$ cat config.mk
export PLATFORM = sky130hd
export DESIGN_NAME = button_chatter_release_delay
export DESIGN_NICKNAME = d
export VERILOG_FILES = /design/src/hdl/bcrd_pkg.sv /design/src/hdl/bcrd_btn.sv /design/src/hdl/bcrd_outq.sv /design/src/hdl/button_chatter_release_delay.sv
export SDC_FILE = /design/constraint.sdc
export NUM_CORES = 1
export LEC_CHECK = 0
export BUFFER_PORTS_ARGS = -buffer_cell sky130_fd_sc_hd__buf_2
export CAP_MARGIN = 5
export CORE_MARGIN = 2
export CORE_UTILIZATION = 60
export DETAILED_ROUTE_END_ITERATION = 10
export PLACE_DENSITY = 0.79
export SKIP_CTS_REPAIR_TIMING = 1
export SYNTH_ARGS = -nofsm -noshare
export SYNTH_HDL_FRONTEND = slang
export SYNTH_SLANG_ARGS = --single-unit
$ cat constraint.sdc
create_clock -name clk -period 5.88 [get_ports clk]
set_clock_uncertainty 0.1 [all_clocks]
set_input_delay 1.47 -clock clk [delete_from_list [all_inputs] [get_ports clk]]
set_output_delay 1.47 -clock clk [all_outputs]
set_load 0.01 [all_outputs]
$ cat src/hdl/bcrd_pkg.sv
// types and constants for the button chatter release delay block
`default_nettype none

package bcrd_pkg;

  localparam int MAX_BUTTONS = 2;
  localparam int DEF_NUM_BUTTONS = 2;

  localparam logic [15:0] HOLD_RESET = 16'd50;

  localparam int CFG_IDX_W = 1;
  localparam int CFG_DATA_W = 16;
  localparam logic [CFG_IDX_W-1:0] REG_HOLD = 1'd0;
  localparam logic [CFG_IDX_W-1:0] REG_SWAP = 1'd1;

  localparam logic [1:0] KIND_TICK    = 2'd0;
  localparam logic [1:0] KIND_PRESS   = 2'd1;
  localparam logic [1:0] KIND_RELEASE = 2'd2;

  localparam logic [1:0] ACT_PASS  = 2'd0;
  localparam logic [1:0] ACT_BLOCK = 2'd1;
  localparam logic [1:0] ACT_SYNTH = 2'd2;

  localparam int QDEPTH = 4;
  localparam int QPTR_W = 2;
  localparam int QCNT_W = 3;

  typedef struct packed {
    logic tick;
    logic arm;
    logic cancel;
  } btn_cmd_t;

  typedef struct packed {
    logic        pending;
    logic        expire;
    logic [15:0] held_x;
    logic [15:0] held_y;
  } btn_stat_t;

  typedef struct packed {
    logic [1:0]  action;
    logic        button;
    logic [15:0] x;
    logic [15:0] y;
    logic        last;
  } res_t;

endpackage

`default_nettype wire

$ cat src/hdl/bcrd_btn.sv
// per-button release countdown and latched position
`default_nettype none

module bcrd_btn (
  input  wire logic               clk,
  input  wire logic               rst_n,
  input  wire bcrd_pkg::btn_cmd_t cmd,
  input  wire logic [15:0]        hold,
  input  wire logic [15:0]        pos_x,
  input  wire logic [15:0]        pos_y,
  output bcrd_pkg::btn_stat_t     stat
);

  logic        pending_r, pending_nxt;
  logic [15:0] remaining_r, remaining_nxt;
  logic [15:0] held_x_r, held_y_r;
  logic        done;

  assign done = (remaining_r <= 16'd1);

  always_comb begin
    pending_nxt   = pending_r;
    remaining_nxt = remaining_r;
    priority if (cmd.arm) begin
      pending_nxt   = 1'b1;
      remaining_nxt = hold;
    end else if (cmd.cancel) begin
      pending_nxt   = 1'b0;
      remaining_nxt = 16'd0;
    end else if (cmd.tick && pending_r) begin
      if (done) begin
        pending_nxt   = 1'b0;
        remaining_nxt = 16'd0;
      end else begin
        remaining_nxt = remaining_r - 16'd1;
      end
    end else begin
      pending_nxt   = pending_r;
      remaining_nxt = remaining_r;
    end
  end

  always_ff @(posedge clk) begin
    if (!rst_n) begin
      pending_r   <= 1'b0;
      remaining_r <= 16'd0;
    end else begin
      pending_r   <= pending_nxt;
      remaining_r <= remaining_nxt;
    end
  end

  // position latch
  always_ff @(posedge clk) begin
    if (cmd.arm) begin
      held_x_r <= pos_x;
      held_y_r <= pos_y;
    end
  end

  assign stat.pending = pending_r;
  assign stat.expire  = pending_r && done;
  assign stat.held_x  = held_x_r;
  assign stat.held_y  = held_y_r;

endmodule

`default_nettype wire

$ cat src/hdl/bcrd_outq.sv
// result queue: per cycle up to two results in, one beat out unless stalled
`default_nettype none

module bcrd_outq (
  input  wire logic           clk,
  input  wire logic           rst_n,
  input  wire logic [1:0]     push_n,
  input  wire bcrd_pkg::res_t res0,
  input  wire bcrd_pkg::res_t res1,
  output logic                full,
  output logic                out_valid,
  input  wire logic           out_stall,
  output bcrd_pkg::res_t      out_res
);

  localparam logic [bcrd_pkg::QCNT_W-1:0] FULL_LVL =
    bcrd_pkg::QCNT_W'(bcrd_pkg::QDEPTH - 2);

  bcrd_pkg::res_t mem [bcrd_pkg::QDEPTH];

  logic [bcrd_pkg::QPTR_W-1:0] wr_ptr_r, wr_ptr_nxt;
  logic [bcrd_pkg::QPTR_W-1:0] rd_ptr_r, rd_ptr_nxt;
  logic [bcrd_pkg::QCNT_W-1:0] count_r, count_nxt;
  logic                        pop;

  assign out_valid = (count_r != '0);
  assign pop       = out_valid && !out_stall;
  assign full      = (count_r > FULL_LVL);
  assign out_res   = mem[rd_ptr_r];

  always_comb begin
    wr_ptr_nxt = wr_ptr_r + bcrd_pkg::QPTR_W'(push_n);
    rd_ptr_nxt = rd_ptr_r + bcrd_pkg::QPTR_W'(pop);
    count_nxt  = count_r + bcrd_pkg::QCNT_W'(push_n) - bcrd_pkg::QCNT_W'(pop);
  end

  always_ff @(posedge clk) begin
    if (!rst_n) begin
      wr_ptr_r <= '0;
      rd_ptr_r <= '0;
      count_r  <= '0;
    end else begin
      wr_ptr_r <= wr_ptr_nxt;
      rd_ptr_r <= rd_ptr_nxt;
      count_r  <= count_nxt;
    end
  end

  always_ff @(posedge clk) begin
    if (push_n != 2'd0) begin
      mem[wr_ptr_r] <= res0;
    end
    if (push_n == 2'd2) begin
      mem[wr_ptr_r + bcrd_pkg::QPTR_W'(1)] <= res1;
    end
  end

endmodule

`default_nettype wire

$ cat src/hdl/button_chatter_release_delay.sv
// top level of the mouse button chatter filter with delayed release
//
// input channel (in_*): one beat per event: tick, press or release, with
// button, injected flag and pointer position. result channel (out_*): one
// beat per result: pass, block or synthetic release, with last marking the
// final result of an event. press and release give one result, a tick gives
// one synthetic release per expiring button (button 0 first) or none.
// kind three is dropped without a result.
// each result is registered in the result queue and handed out in order.
// throughput: one event per cycle unless stalled; a tick that expires both
// buttons puts two beats in the four-entry result queue, which then drains
// one per cycle unless stalled. in_stall rises when the queue holds more
// than two beats; the event decision and button state update happen in
// the cycle of acceptance. a stalled result holds and further events are
// taken until the queue fills. cfg_we writes hold_ticks (index 0) or
// swap_buttons (index 1). reset (rst_n low, synchronous) empties the queue,
// stops all countdowns and restores hold_ticks to 50 and swap_buttons to 0.
`default_nettype none

module button_chatter_release_delay #(
  parameter int NUM_BUTTONS = bcrd_pkg::DEF_NUM_BUTTONS
) (
  input  wire logic                            clk,
  input  wire logic                            rst_n,
  input  wire logic                            cfg_we,
  input  wire logic [bcrd_pkg::CFG_IDX_W-1:0]  cfg_index,
  input  wire logic [bcrd_pkg::CFG_DATA_W-1:0] cfg_data,
  input  wire logic                            in_valid,
  output logic                                 in_stall,
  input  wire logic [1:0]                      in_kind,
  input  wire logic                            in_button,
  input  wire logic                            in_injected,
  input  wire logic signed [15:0]              in_pos_x,
  input  wire logic signed [15:0]              in_pos_y,
  output logic                                 out_valid,
  input  wire logic                            out_stall,
  output logic [1:0]                           out_action,
  output logic                                 out_button,
  output logic signed [15:0]                   out_x,
  output logic signed [15:0]                   out_y,
  output logic                                 out_last
);

  localparam bit TWO_BUTTONS = (NUM_BUTTONS > 1);

  logic [15:0] hold_r;
  logic        swap_r;

  bcrd_pkg::btn_cmd_t  cmd  [bcrd_pkg::MAX_BUTTONS];
  bcrd_pkg::btn_stat_t stat [bcrd_pkg::MAX_BUTTONS];

  bcrd_pkg::res_t res0, res1, out_res;
  logic [1:0]     push_n;
  logic           accept;
  logic           btn_ok;
  logic           sel_pending;
  logic           full;

  // configuration registers
  always_ff @(posedge clk) begin
    if (!rst_n) begin
      hold_r <= bcrd_pkg::HOLD_RESET;
      swap_r <= 1'b0;
    end else if (cfg_we) begin
      unique case (cfg_index)
        bcrd_pkg::REG_HOLD: hold_r <= cfg_data;
        bcrd_pkg::REG_SWAP: swap_r <= cfg_data[0];
        default: ;
      endcase
    end
  end

  genvar gi;
  generate
    for (gi = 0; gi < bcrd_pkg::MAX_BUTTONS; gi++) begin : g_btn
      if (gi < NUM_BUTTONS) begin : g_on
        bcrd_btn u_btn (
          .clk   (clk),
          .rst_n (rst_n),
          .cmd   (cmd[gi]),
          .hold  (hold_r),
          .pos_x (in_pos_x),
          .pos_y (in_pos_y),
          .stat  (stat[gi])
        );
      end else begin : g_off
        assign stat[gi] = '0;
      end
    end
  endgenerate

  assign accept      = in_valid && !in_stall;
  assign btn_ok      = TWO_BUTTONS || (in_button == 1'b0);
  assign sel_pending = in_button ? stat[1].pending : stat[0].pending;

  always_comb begin
    for (int i = 0; i < bcrd_pkg::MAX_BUTTONS; i++) begin
      cmd[i] = '0;
    end
    res0   = '0;
    res1   = '0;
    push_n = 2'd0;
    case (in_kind)
      bcrd_pkg::KIND_TICK: begin
        for (int i = 0; i < bcrd_pkg::MAX_BUTTONS; i++) begin
          cmd[i].tick = accept;
        end
        if (stat[0].expire) begin
          res0 = '{action: bcrd_pkg::ACT_SYNTH, button: swap_r,
                   x: stat[0].held_x, y: stat[0].held_y, last: !stat[1].expire};
          res1 = '{action: bcrd_pkg::ACT_SYNTH, button: !swap_r,
                   x: stat[1].held_x, y: stat[1].held_y, last: 1'b1};
          push_n = stat[1].expire ? 2'd2 : 2'd1;
        end else if (stat[1].expire) begin
          res0 = '{action: bcrd_pkg::ACT_SYNTH, button: !swap_r,
                   x: stat[1].held_x, y: stat[1].held_y, last: 1'b1};
          push_n = 2'd1;
        end
      end
      bcrd_pkg::KIND_PRESS: begin
        res0.last = 1'b1;
        push_n    = 2'd1;
        if (btn_ok && sel_pending) begin
          res0.action           = bcrd_pkg::ACT_BLOCK;
          cmd[in_button].cancel = accept;
        end else begin
          res0.action = bcrd_pkg::ACT_PASS;
        end
      end
      bcrd_pkg::KIND_RELEASE: begin
        res0.last = 1'b1;
        push_n    = 2'd1;
        if (!btn_ok || in_injected) begin
          res0.action = bcrd_pkg::ACT_PASS;
        end else begin
          res0.action        = bcrd_pkg::ACT_BLOCK;
          cmd[in_button].arm = accept;
        end
      end
      default: ;
    endcase
  end

  bcrd_outq u_outq (
    .clk       (clk),
    .rst_n     (rst_n),
    .push_n    (accept ? push_n : 2'd0),
    .res0      (res0),
    .res1      (res1),
    .full      (full),
    .out_valid (out_valid),
    .out_stall (out_stall),
    .out_res   (out_res)
  );

  assign in_stall   = full;
  assign out_action = out_res.action;
  assign out_button = out_res.button;
  assign out_x      = out_res.x;
  assign out_y      = out_res.y;
  assign out_last   = out_res.last;

endmodule

`default_nettype wire

==> results.cfg <==
[route]
drtIter0Drc = 1334
drc = 0
wl_per_cell_um = 22.6
vias = 11000
postRouteAntennaNets = 0
finalWirelength_um = 36200
via_per_inst = 6.82
dr.pass1.iters = 6

[worst_setup_path]
required_ns = 5.94
crit_fanout = 35
endpoint_kind = flop
startpoint_type = flop
crit_arrival_ns = 4.63
path_class = reg -> reg

[timing]
fin_ws_ns = 1.30
slew_violations = 0
fin_crit_sh_pct = 77.9
rsz0062_at_grt = false
setup_viol_count_final = 0
finalHoldViolCount = 0
fin_setup_tns_ns = 0
worst_pin_slew_ns = 1.27
post-route-min-period_ns = 4.58
relSlewSlack_pct = 14.6
hold_ws_ns = 0.358
max_freq_ghz = 0.218

[die]
dieHeight_um = 159
core.rowCount = 56
start_util_pct = 61.3
pin_count = 96
die-area_um2 = 25300
die_w_um = 159
coreArea_um2 = 23500

[power_and_ir_drop]
p_leak_nw = 5.17
p_clk_share_pct = 36.2
p_switching_mw = 1.17
p_int_mw = 3.34
combPwrFrac_pct = 15.5
seq_power_share_pct = 48.3
power_density_nw_per_um2 = 287
switching_share_pct = 25.9
finalPower_mw = 4.50
ir_drop_mv = 0.207

[cells_and_area]
fillers = 1741
n_antenna_cell = 0
drive_gt1_share_pct = 25.9
stdcell_area_um2 = 15700
syn_to_final_growth_pct = 8.61
utilization_pct = 66.6
nets = 1347
fin_cells = 1605

[synthesis]
yosysUniqueCellTypes = 78
ys.flop_type = edfxtp_1
ys_seq_area_share_pct = 51.0
ys_ff_latch = 266
syn_area_um2 = 14400
syn_area_per_cell_um2 = 11.4
ys_async_sr_fraction_pct = 0
syn_nets = 1339
syn_inst = 1265
yosys_warnings = 0
synth_edf_count = 204

[cts]
htreeDepth = 1
clk_pin_slew_ns = 0.06
cts_tree = built
clockRootBuffer = clkbuf_16
cts_max_path_buffers = 3
cts.sinks = 266
cts_buffers = 28
clk_latency_ns = 0.54

[global_routing]
grt_pass1_vias = 10800
antenna_found_initial = 0
grt_usage_pct = 28.3
grt_pass1_wl_um = 57800
grt-ovfl-total = 0
grt_max_degree = 81

[place]
place_area_um2 = 14900
gp_congestion = 0.897
pre_cts_ws_ns = 1.24
dp.cells = 1562
hpwl_um = 21700
portBuffers = 95

[outcome]
status = completed

[flow_run]
cap_violations = 0

[worst_hold_path]
hold_path.class = reg -> reg
-- layout by cell type, fill, tap and decap left out, drive strengths merged, types with 10 or more instances in the layout --
cell type / count
a21oi: 43
buf: 119
clkbuf: 39
dfxtp: 62
edfxtp: 204
ha: 15
inv: 20
mux4: 36
nand2: 248
nand3: 148
nor2: 30
nor3: 11
nor4: 10
o21ai: 24
o221ai: 128
o22ai: 12
-- layer usage --
layer	track usage (%)	vias to the layer above	part of all wire [%]
met5	0	-	0
met4	11.2	0	3.4
met3	3.49	105	9.0
met2	45.9	633	48
met1	39.3	5343	40
li1	-	4872	-
-- power by group through the flow --
stage	combinational, mW	clock [mW]	sequential (mW)
floorplan	0.511	0	2.13
global placement	0.677	0	2.21
detailed placement	0.690	0	2.22
CTS	0.692	1.65	2.18
global route	0.742	1.71	2.19
finish	0.696	1.63	2.18
-- cells by family after synthesis --
| family | count (synthesis) | share of synthesized area (%) |
|---|---|---|
| XOR/XNOR | 9 | 0.546 |
| AND/OR/NAND/NOR | 499 | 17.3 |
| AO/OA/AOI/OAI | 276 | 18.1 |
| multiplexers | 37 | 5.70 |
| adder cells (fa/ha/maj) | 16 | 1.44 |
| flip-flops | 266 | 51.0 |
| buffers and inverters | 162 | 5.91 |
-- layout make-up --
| class | instances | area [um2] | area share (%) |
|---|---|---|---|
| multi-input combinational | 837 | 6330 | 40.4 |
| tap | 319 | 399 | 2.55 |
| clock buffer | 39 | 773 | 4.93 |
| clock inverter | 4 | 43.8 | 0.279 |
| inverter | 21 | 78.8 | 0.503 |
| timing repair buffer | 119 | 681 | 4.34 |
| sequential | 266 | 7370 | 47.0 |
-- worst max-delay path, stage by stage, from the launching register on --
cell	delay, ns
dfxtp_1	0.37
nor4_2	0.67
and2_1	0.35
nand3_1	0.15
ha_1	0.34
a21oi_1	0.20
o2111ai_1	0.40
nor3_2	0.24
buf_4	0.43
or2_2	0.89
-- Yosys cell counts (all sizes together) (4+ instances only) --
| master | instances | area [um2] |
|---|---|---|
| nand4b | 4 | 35.0 |
| a21oi | 43 | 219 |
| nor2b | 7 | 43.8 |
| a22oi | 8 | 60.1 |
| xnor2 | 8 | 70.1 |
| or2 | 4 | 25.0 |
| o21ai | 24 | 120 |
| nand3 | 148 | 741 |
| o221ai | 128 | 1620 |
| a31oi | 8 | 50.1 |
| and3 | 6 | 37.5 |
| o22ai | 12 | 75.1 |
| inv | 20 | 75.1 |
| a32oi | 8 | 70.1 |
| a32o | 5 | 50.1 |
| a21boi | 4 | 37.5 |
| and2 | 8 | 50.1 |
| nor3 | 11 | 60.1 |
| clkbuf | 88 | 350 |
| buf | 53 | 424 |
| edfxtp | 204 | 6130 |
| nand2 | 248 | 1110 |
| a221oi | 6 | 52.6 |
| ha | 15 | 188 |
| mux4 | 36 | 811 |
| nor4 | 10 | 83.8 |
| nor2 | 30 | 113 |
| dfxtp | 62 | 1240 |
-- registers in the layout (all words and copies together) (netlist names), 2 cells and up --
register and count:
g_btn.g_on.u_btn.held_x_r 32, g_btn.g_on.u_btn.pending_r 2, g_btn.g_on.u_btn.remaining_r 32, u_outq.count_r 3
u_outq.rd_ptr_r 2, u_outq.mem 144, u_outq.wr_ptr_r 2, g_btn.g_on.u_btn.held_y_r 32
hold_r 16
-- worst paths after layout --
kind / start / endpoint / slack [ns] / cells past startpoint
max: g_btn[0].g_on.u_btn.remaining_r[6] / u_outq.mem[3][30] / 1.30 / 9
min: u_outq.mem[3][34] / u_outq.mem[3][34] / 0.36 / 2
max reg2reg: g_btn[0].g_on.u_btn.remaining_r[6] / u_outq.mem[3][30] / 1.30 / 9
min reg2reg: u_outq.mem[3][34] / u_outq.mem[3][34] / 0.36 / 2
Power figures use the tool's default switching activity.
